<file path="src/rtl/bpa_pkg.sv">
// Shared types, codes and constants of the buddy page allocator.
`timescale 1ns / 1ps
`default_nettype none
package bpa_pkg;

   // Default sizing
   localparam int PAGE_COUNT_DEF  = 4096;
   localparam int ORDER_COUNT_DEF = 11;

   // Fixed field widths
   localparam int ORD_W     = 4;
   localparam int PAGE_W    = 12;
   localparam int CFG_W     = 13;
   localparam int CSR_IDX_W = 1;

   // Configuration register indexes and reset values
   localparam logic [CSR_IDX_W-1:0] CSR_FIRST = 1'b0;
   localparam logic [CSR_IDX_W-1:0] CSR_END   = 1'b1;
   localparam logic [CFG_W-1:0]     FIRST_RST = 13'd1;
   localparam logic [CFG_W-1:0]     END_RST   = 13'd4096;

   // Request types
   localparam logic [1:0] REQ_ALLOC = 2'd0;
   localparam logic [1:0] REQ_FREE  = 2'd1;
   localparam logic [1:0] REQ_POP   = 2'd2;
   localparam logic [1:0] REQ_NONE  = 2'd3;

   // Response status codes
   localparam logic [1:0] ST_OK           = 2'd0;
   localparam logic [1:0] ST_BAD_ORDER    = 2'd1;
   localparam logic [1:0] ST_NO_BLOCK     = 2'd2;
   localparam logic [1:0] ST_ALREADY_FREE = 2'd3;

   // Datapath operations
   localparam int OP_W = 5;
   localparam logic [OP_W-1:0] OP_NOP     = 5'd0;
   localparam logic [OP_W-1:0] OP_CLR     = 5'd1;
   localparam logic [OP_W-1:0] OP_LOAD    = 5'd2;
   localparam logic [OP_W-1:0] OP_BADORD  = 5'd3;
   localparam logic [OP_W-1:0] OP_FIND    = 5'd4;
   localparam logic [OP_W-1:0] OP_ULRD    = 5'd5;
   localparam logic [OP_W-1:0] OP_ULWR    = 5'd6;
   localparam logic [OP_W-1:0] OP_SPLIT   = 5'd7;
   localparam logic [OP_W-1:0] OP_PUSH1   = 5'd8;
   localparam logic [OP_W-1:0] OP_PUSH2   = 5'd9;
   localparam logic [OP_W-1:0] OP_CHKINIT = 5'd10;
   localparam logic [OP_W-1:0] OP_SCANRD  = 5'd11;
   localparam logic [OP_W-1:0] OP_SCANCK  = 5'd12;
   localparam logic [OP_W-1:0] OP_PSET    = 5'd13;
   localparam logic [OP_W-1:0] OP_MRGRD   = 5'd14;
   localparam logic [OP_W-1:0] OP_MRGCK   = 5'd15;
   localparam logic [OP_W-1:0] OP_PINIT   = 5'd16;
   localparam logic [OP_W-1:0] OP_PTZ     = 5'd17;
   localparam logic [OP_W-1:0] OP_PDEC    = 5'd18;
   localparam logic [OP_W-1:0] OP_PNEXT   = 5'd19;

   typedef struct packed {
      logic [1:0]       req_type;
      logic [ORD_W-1:0] order;
      logic [PAGE_W-1:0] page_number;
   } req_payload_type;

   typedef struct packed {
      logic [1:0]        status;
      logic [PAGE_W-1:0] page_number_out;
   } rsp_payload_type;

   typedef struct packed {
      logic [OP_W-1:0] op;
   } dp_cmd_type;

   typedef struct packed {
      logic [1:0] req_type;
      logic       order_bad;
      logic       found;
      logic       range_bad;
      logic       scan_hit;
      logic       scan_last;
      logic       at_top;
      logic       merge_ok;
      logic       split_more;
      logic       pop_more;
      logic       dec_more;
      logic       clr_last;
   } dp_sts_type;

endpackage
`default_nettype wire

</file>
<file path="src/rtl/bpa_ctrl.sv">
// Sequencer for the buddy page allocator: walks each request through datapath operations.
`timescale 1ns / 1ps
`default_nettype none
module bpa_ctrl (
   input  wire logic                clock,
   input  wire logic                reset,
   input  wire logic                req_valid,
   output      logic                req_ready,
   output      logic                rsp_valid,
   input  wire logic                rsp_ready,
   output      bpa_pkg::dp_cmd_type cmd,
   input  wire bpa_pkg::dp_sts_type sts
);

   localparam logic [4:0] S_CLR   = 5'd0;
   localparam logic [4:0] S_IDLE  = 5'd1;
   localparam logic [4:0] S_DISP  = 5'd2;
   localparam logic [4:0] S_AFIND = 5'd3;
   localparam logic [4:0] S_ARD   = 5'd4;
   localparam logic [4:0] S_AUL   = 5'd5;
   localparam logic [4:0] S_ASPL  = 5'd6;
   localparam logic [4:0] S_PUSH1 = 5'd7;
   localparam logic [4:0] S_PUSH2 = 5'd8;
   localparam logic [4:0] S_FCHK  = 5'd9;
   localparam logic [4:0] S_SRD   = 5'd10;
   localparam logic [4:0] S_SCK   = 5'd11;
   localparam logic [4:0] S_MRD   = 5'd12;
   localparam logic [4:0] S_MCK   = 5'd13;
   localparam logic [4:0] S_PINIT = 5'd14;
   localparam logic [4:0] S_PTOP  = 5'd15;
   localparam logic [4:0] S_PDEC  = 5'd16;
   localparam logic [4:0] S_PNEXT = 5'd17;
   localparam logic [4:0] S_RESP  = 5'd18;

   logic [4:0] state_ff;
   logic [4:0] state_in;
   logic [4:0] fail_state;
   logic       is_pop;

   // A rejected block ends a free request but only skips ahead in populate
   assign is_pop     = (sts.req_type == bpa_pkg::REQ_POP);
   assign fail_state = is_pop ? S_PNEXT : S_RESP;

   // Next state and operation
   always_comb begin
      state_in  = state_ff;
      cmd.op    = bpa_pkg::OP_NOP;
      req_ready = 1'b0;
      rsp_valid = 1'b0;
      case (state_ff)
         S_CLR: begin
            cmd.op = bpa_pkg::OP_CLR;
            if (sts.clr_last) begin
               state_in = S_IDLE;
            end
         end
         S_IDLE: begin
            req_ready = 1'b1;
            if (req_valid) begin
               cmd.op   = bpa_pkg::OP_LOAD;
               state_in = S_DISP;
            end
         end
         S_DISP: begin
            case (sts.req_type)
               bpa_pkg::REQ_ALLOC: state_in = S_AFIND;
               bpa_pkg::REQ_FREE: begin
                  if (sts.order_bad) begin
                     cmd.op   = bpa_pkg::OP_BADORD;
                     state_in = S_RESP;
                  end else begin
                     state_in = S_FCHK;
                  end
               end
               bpa_pkg::REQ_POP: state_in = S_PINIT;
               default: state_in = S_RESP;
            endcase
         end
         S_AFIND: begin
            cmd.op   = bpa_pkg::OP_FIND;
            state_in = (sts.order_bad || !sts.found) ? S_RESP : S_ARD;
         end
         S_ARD: begin
            cmd.op   = bpa_pkg::OP_ULRD;
            state_in = S_AUL;
         end
         S_AUL: begin
            cmd.op   = bpa_pkg::OP_ULWR;
            state_in = S_ASPL;
         end
         S_ASPL: begin
            if (sts.split_more) begin
               cmd.op   = bpa_pkg::OP_SPLIT;
               state_in = S_PUSH1;
            end else begin
               state_in = S_RESP;
            end
         end
         S_PUSH1: begin
            cmd.op   = bpa_pkg::OP_PUSH1;
            state_in = S_PUSH2;
         end
         S_PUSH2: begin
            cmd.op = bpa_pkg::OP_PUSH2;
            case (sts.req_type)
               bpa_pkg::REQ_ALLOC: state_in = S_ASPL;
               bpa_pkg::REQ_FREE:  state_in = S_RESP;
               default:            state_in = S_PNEXT;
            endcase
         end
         S_FCHK: begin
            cmd.op   = bpa_pkg::OP_CHKINIT;
            state_in = sts.range_bad ? fail_state : S_SRD;
         end
         S_SRD: begin
            cmd.op   = bpa_pkg::OP_SCANRD;
            state_in = S_SCK;
         end
         S_SCK: begin
            cmd.op = bpa_pkg::OP_SCANCK;
            if (sts.scan_hit) begin
               state_in = fail_state;
            end else if (sts.scan_last) begin
               state_in = S_MRD;
            end else begin
               state_in = S_SRD;
            end
         end
         S_MRD: begin
            if (sts.at_top) begin
               cmd.op   = bpa_pkg::OP_PSET;
               state_in = S_PUSH1;
            end else begin
               cmd.op   = bpa_pkg::OP_MRGRD;
               state_in = S_MCK;
            end
         end
         S_MCK: begin
            cmd.op   = bpa_pkg::OP_MRGCK;
            state_in = sts.merge_ok ? S_MRD : S_PUSH1;
         end
         S_PINIT: begin
            cmd.op   = bpa_pkg::OP_PINIT;
            state_in = S_PTOP;
         end
         S_PTOP: begin
            if (sts.pop_more) begin
               cmd.op   = bpa_pkg::OP_PTZ;
               state_in = S_PDEC;
            end else begin
               state_in = S_RESP;
            end
         end
         S_PDEC: begin
            if (sts.dec_more) begin
               cmd.op = bpa_pkg::OP_PDEC;
            end else begin
               state_in = S_FCHK;
            end
         end
         S_PNEXT: begin
            cmd.op   = bpa_pkg::OP_PNEXT;
            state_in = S_PTOP;
         end
         S_RESP: begin
            rsp_valid = 1'b1;
            if (rsp_ready) begin
               state_in = S_IDLE;
            end
         end
         default: state_in = S_IDLE;
      endcase
   end

   // State register
   always_ff @(posedge clock) begin
      if (reset) begin
         state_ff <= S_CLR;
      end else begin
         state_ff <= state_in;
      end
   end

endmodule
`default_nettype wire

</file>
<file path="config.mk">
export PLATFORM = sky130hd
export DESIGN_NAME = bpa_ctrl
export DESIGN_NICKNAME = d
export VERILOG_FILES = /design/src/rtl/bpa_pkg.sv /design/src/rtl/bpa_ctrl.sv
export SDC_FILE = /design/constraint.sdc
export NUM_CORES = 1
export LEC_CHECK = 0
export BUFFER_PORTS_ARGS = -buffer_cell sky130_fd_sc_hd__buf_2
export CORE_MARGIN = 2
export CORE_UTILIZATION = 52
export CTS_CLUSTER_SIZE = 40
export DETAILED_ROUTE_END_ITERATION = 8
export PLACE_DENSITY = 0.79
export SLEW_MARGIN = 15
export SYNTH_ARGS = -nofsm -noshare
export SYNTH_HDL_FRONTEND = slang
export SYNTH_SLANG_ARGS = --single-unit
export TNS_END_PERCENT = 30
</file>
<file path="constraint.sdc">
create_clock -name clock -period 2.2 [get_ports clock]
set_clock_uncertainty 0.1 [all_clocks]
set_input_delay 0.33 -clock clock [delete_from_list [all_inputs] [get_ports clock]]
set_output_delay 0.33 -clock clock [all_outputs]
set_load 0.005 [all_outputs]
</file>
Word level (Yosys, flattened, before mapping)
Index checks and enable logic that the tools add are counted.
W data, S select, Z words.
{"block": "classes", "n_addsub": 0, "n_mul": 0, "div_mod_pow": 0, "n_lt_le_gt_ge": 0, "eq_ne": 24, "shift": 0, "n_mux": 27, "n_bitwise": 0, "reduce_logical": 6}
{"op": "$pmux W5 S18", "n": 2}
{"op": "$mux W5", "n": 11}
{"op": "$eq A5 B4 Y1 const B", "n": 8}
{"op": "$eq A5 B3 Y1 const B", "n": 4}
{"op": "$eq A5 B5 Y1 const B", "n": 3}
{"op": "$pmux W5 S3", "n": 1}
{"op": "$mux W2", "n": 6}
{"op": "$eq A5 B2 Y1 const B", "n": 2}
{"op": "$pmux W5 S2", "n": 1}
{"op": "$mux W4", "n": 2}
{"op": "$ne A2 B2 Y1 const B", "n": 4}
{"op": "$mux W3", "n": 2}
{"op": "$eq A5 B1 Y1 const B", "n": 1}
{"op": "$logic_not A5 Y1", "n": 1}
{"op": "$reduce_and A4 Y1", "n": 1}
{"op": "$eq A2 B1 Y1 const B", "n": 1}
{"op": "$eq A2 B2 Y1 const B", "n": 1}
{"op": "$logic_not A2 Y1", "n": 1}
{"op": "$mux W1", "n": 2}
{"op": "$reduce_or A2 Y1", "n": 1}
{"op": "$logic_not A1 Y1", "n": 1}
{"op": "$logic_or A1 B1 Y1", "n": 1}
{"block": "word_totals", "register_bits": 5, "latch_bits": 0, "mem_bits_rw": 0, "mem_bits_ro": 0, "output_inout_bits": 7, "word_cells": 58, "mem_count": 0}

Depth between registers and ports, before layout
{"block": "depth", "word_depth": 4, "depth_mapped": 7}

Worst setup path after synthesis
OpenSTA, ideal clock, no wires.
{"block": "synth_timing", "path_kind": "reg-to-output", "startpoint": "reg state_ff[1]", "endpoint": "out cmd[0] (netlist name)", "t_arrival_ns": 1.403, "t_required_ns": 1.770, "setup_slack_ns": 0.367, "path_stages_with_launch": 8, "path_cell_list": "dfxtp_1 -> buf_2 -> clkbuf_1 -> buf_2 -> inv_2 -> nor2_1 -> o22ai_1 -> a211o_1"}
{"item": "start: declaration", "line": "bpa_ctrl.sv:35", "source": "logic [4:0] state_ff;"}
{"item": "start signal: assignment", "line": "bpa_ctrl.sv:180", "source": "state_ff <= state_in;"}
{"item": "end: declaration", "line": "bpa_ctrl.sv:11", "source": "output bpa_pkg::dp_cmd_type cmd,"}

==> flow_summary.json <==
{
  "ys_ff_latch": 5,
  "wl_per_cell_um": 16.8,
  "drv_cap": 0,
  "slew_headroom_pct": 69.4,
  "min_path_type": "in2reg",
  "most-common-layout-cells": "buf_2, nor2_1, o21ai_0, buf_4",
  "die_y_um": 46.3,
  "fin_crit_ns": 2.12,
  "tns_ns": 0,
  "hold_viol_final": 0,
  "async_reset_ff_share_pct": 0,
  "powerDensity_nw_per_um2": 398,
  "syn_inst": 141,
  "seqCellArea_um2": 104,
  "regMostFlops": "state_ff",
  "rsz0062_at_grt": "no",
  "dp_cells": 184,
  "critPathArrivalTime_ns": 1.69,
  "vias": 1236,
  "clockBufferDepth": 2,
  "grt_pass1_wl_um": 5150,
  "yosysUniqueCellTypes": 46,
  "clock_sinks": 5,
  "cp_max_fo": 16,
  "grt_overflow": 0,
  "wirelength_um": 3150,
  "nFillCells": 167,
  "cts_tree": "done",
  "syn_area_um2": 928,
  "viasPerCell": 6.57,
  "multi_input_comb_area_um2": 744,
  "finalNetCount": 181,
  "synth.yosys.warnings": 0,
  "area_growth_syn_to_layout_pct": 20.9,
  "synth_nets": 158,
  "setup_viol_count_final": 0,
  "routabilityCongestion": 1.01,
  "grt_max_degree": 17,
  "end_kind": "output port",
  "initial_utilization_pct": 54.4,
  "worstMarginPinSlew_ns": 0.447,
  "rows": 15,
  "synth.avg_cell_area_um2": 6.58,
  "fmax_ghz": 0.473,
  "grt_use_total_pct": 33.1,
  "core_um2": 1710,
  "die_w_um": 46.3,
  "clkTransAtPathRegs_ns": 0.05,
  "synthFlopType": "dfxtp_1",
  "first_pass_iters": 4,
  "drive_gt1_share_pct": 27.6,
  "synth_edf_count": 0,
  "whs_ns": 0.181,
  "port_buffers": 23,
  "dieArea_um2": 2140,
  "antenna_left": 0,
  "mostFrequentLayoutCell": "buf_2",
  "antenna_cells": 0,
  "numCtsBuffers": 3,
  "ir_worst_vdd_mv": 0.188,
  "start_kind": "flop",
  "largest_register_ffs": 5,
  "cts_htree_levels": 1,
  "reg_top3": "state_ff (5)",
  "antenna_found_initial": 0,
  "slew_viol_final": 0,
  "seq_area_frac_synth_pct": 10.8,
  "required_ns": 1.77,
  "drtIter0Drc": 84,
  "synth_top_area_cell": "dfxtp_1",
  "crit_type": "reg2out",
  "dp_hpwl_um": 2370,
  "synth_area_leaders": "dfxtp_1, o21ai_0, nor2_1",
  "post-route-drc-count": 0,
  "period_share_pct": 96.2,
  "clock_latency_ns": 0.26,
  "leakagePower_nw": 0.473,
  "grt_pass1_vias": 1087,
  "status": "finished, final reports clean",
  "io_pins": 24,
  "instances_no_fill": 188,
  "yosysTopAreaCellShare_pct": 10.8,
  "cts_root_buf": "clkbuf_4"
}
## area by class of cell
| class | count | area share [%] |
|---|---|---|
| multi-input cells | 115 | 66.3 |
| repair buffers | 34 | 17.6 |
| flip-flops and latches | 5 | 9.25 |
| well taps | 25 | 2.79 |
| clock buffers | 4 | 2.34 |
| inverters | 5 | 1.67 |
## Yosys cell counts, types with 4 or more instances
| master | count |
|---|---|
| a21oi_1 | 8 |
| buf_2 | 7 |
| clkbuf_1 | 6 |
| dfxtp_1 | 5 |
| inv_1 | 4 |
| nand2_1 | 8 |
| nand2b_1 | 7 |
| nand3_1 | 5 |
| nor2_1 | 14 |
| nor2b_1 | 4 |
| nor3_1 | 4 |
| o21ai_0 | 11 |
## path summary, 6_finish.rpt
kind | slack, ns | to | cells past startpoint | startpoint
worst max-delay path | 0.08 | cmd[1] | 4 | state_ff[0]$_SDFFE_PP0P_
worst min-delay path | 0.18 | state_ff[2]$_SDFFE_PP0P_ | 2 | reset
worst max register to register | 0.24 | state_ff[1]$_SDFFE_PP0P_ | 4 | state_ff[4]$_SDFFE_PP0P_
worst min register to register | 0.53 | state_ff[0]$_SDFFE_PP0P_ | 2 | state_ff[2]$_SDFFE_PP0P_
## layer usage
metal | wire (um) | track usage [%]
met5 | 0 | 0
met4 | 65 | 10.3
met3 | 339 | 5.88
met2 | 1520 | 55.0
met1 | 1230 | 42.8
## worst max-delay path, stage by stage, from the launching register on
cell,delay [ns]
dfxtp_2,0.50
nand2b_1,0.37
o21ai_0,0.14
a211o_1,0.29
buf_2,0.12
## cell families (layout without fill, tap and decap cells)
family	after synthesis	count (layout)	synth area share, %
AOI/OAI and AO/OA	47	47	34.6
xor gates and xnor gates	1	1	0.944
buffers and inverters	21	43	9.84
DFF	5	5	10.8
muxes	2	2	2.29
and+or+nand+nor	65	65	41.5
## where the power goes
group	internal [mW]	leakage, nW	total, mW	switching [mW]
clock network	0.0693	0.0150	0.119	0.0496
registers	0.0978	0.0419	0.121	0.0235
logic	0.0947	0.416	0.206	0.111
total	0.262	0.473	0.446	0.184
## metrics by stage
step / power, mW / util, % / setup WS (ns) / cell area [um2]
2_1_floorplan: 0.244 / - / 0.367 / 928
3_3_place_gp: 0.316 / 63.5 / 0.194 / 1080
3_5_place_dp: 0.319 / 63.5 / 0.164 / 1080
4_1_cts: 0.437 / 65.3 / 0.113 / 1110
5_1_grt: 0.469 / 65.7 / 0.000181 / 1120
6_report: 0.446 / 65.7 / 0.0846 / 1120
## what timing repair did
action	in CTS	in global routing
gates resized for setup	3	2
hold buffers	0	0
endpoints found under the setup margin	3	2
setup buffers	0	0
Power figures use the tool's default switching activity.
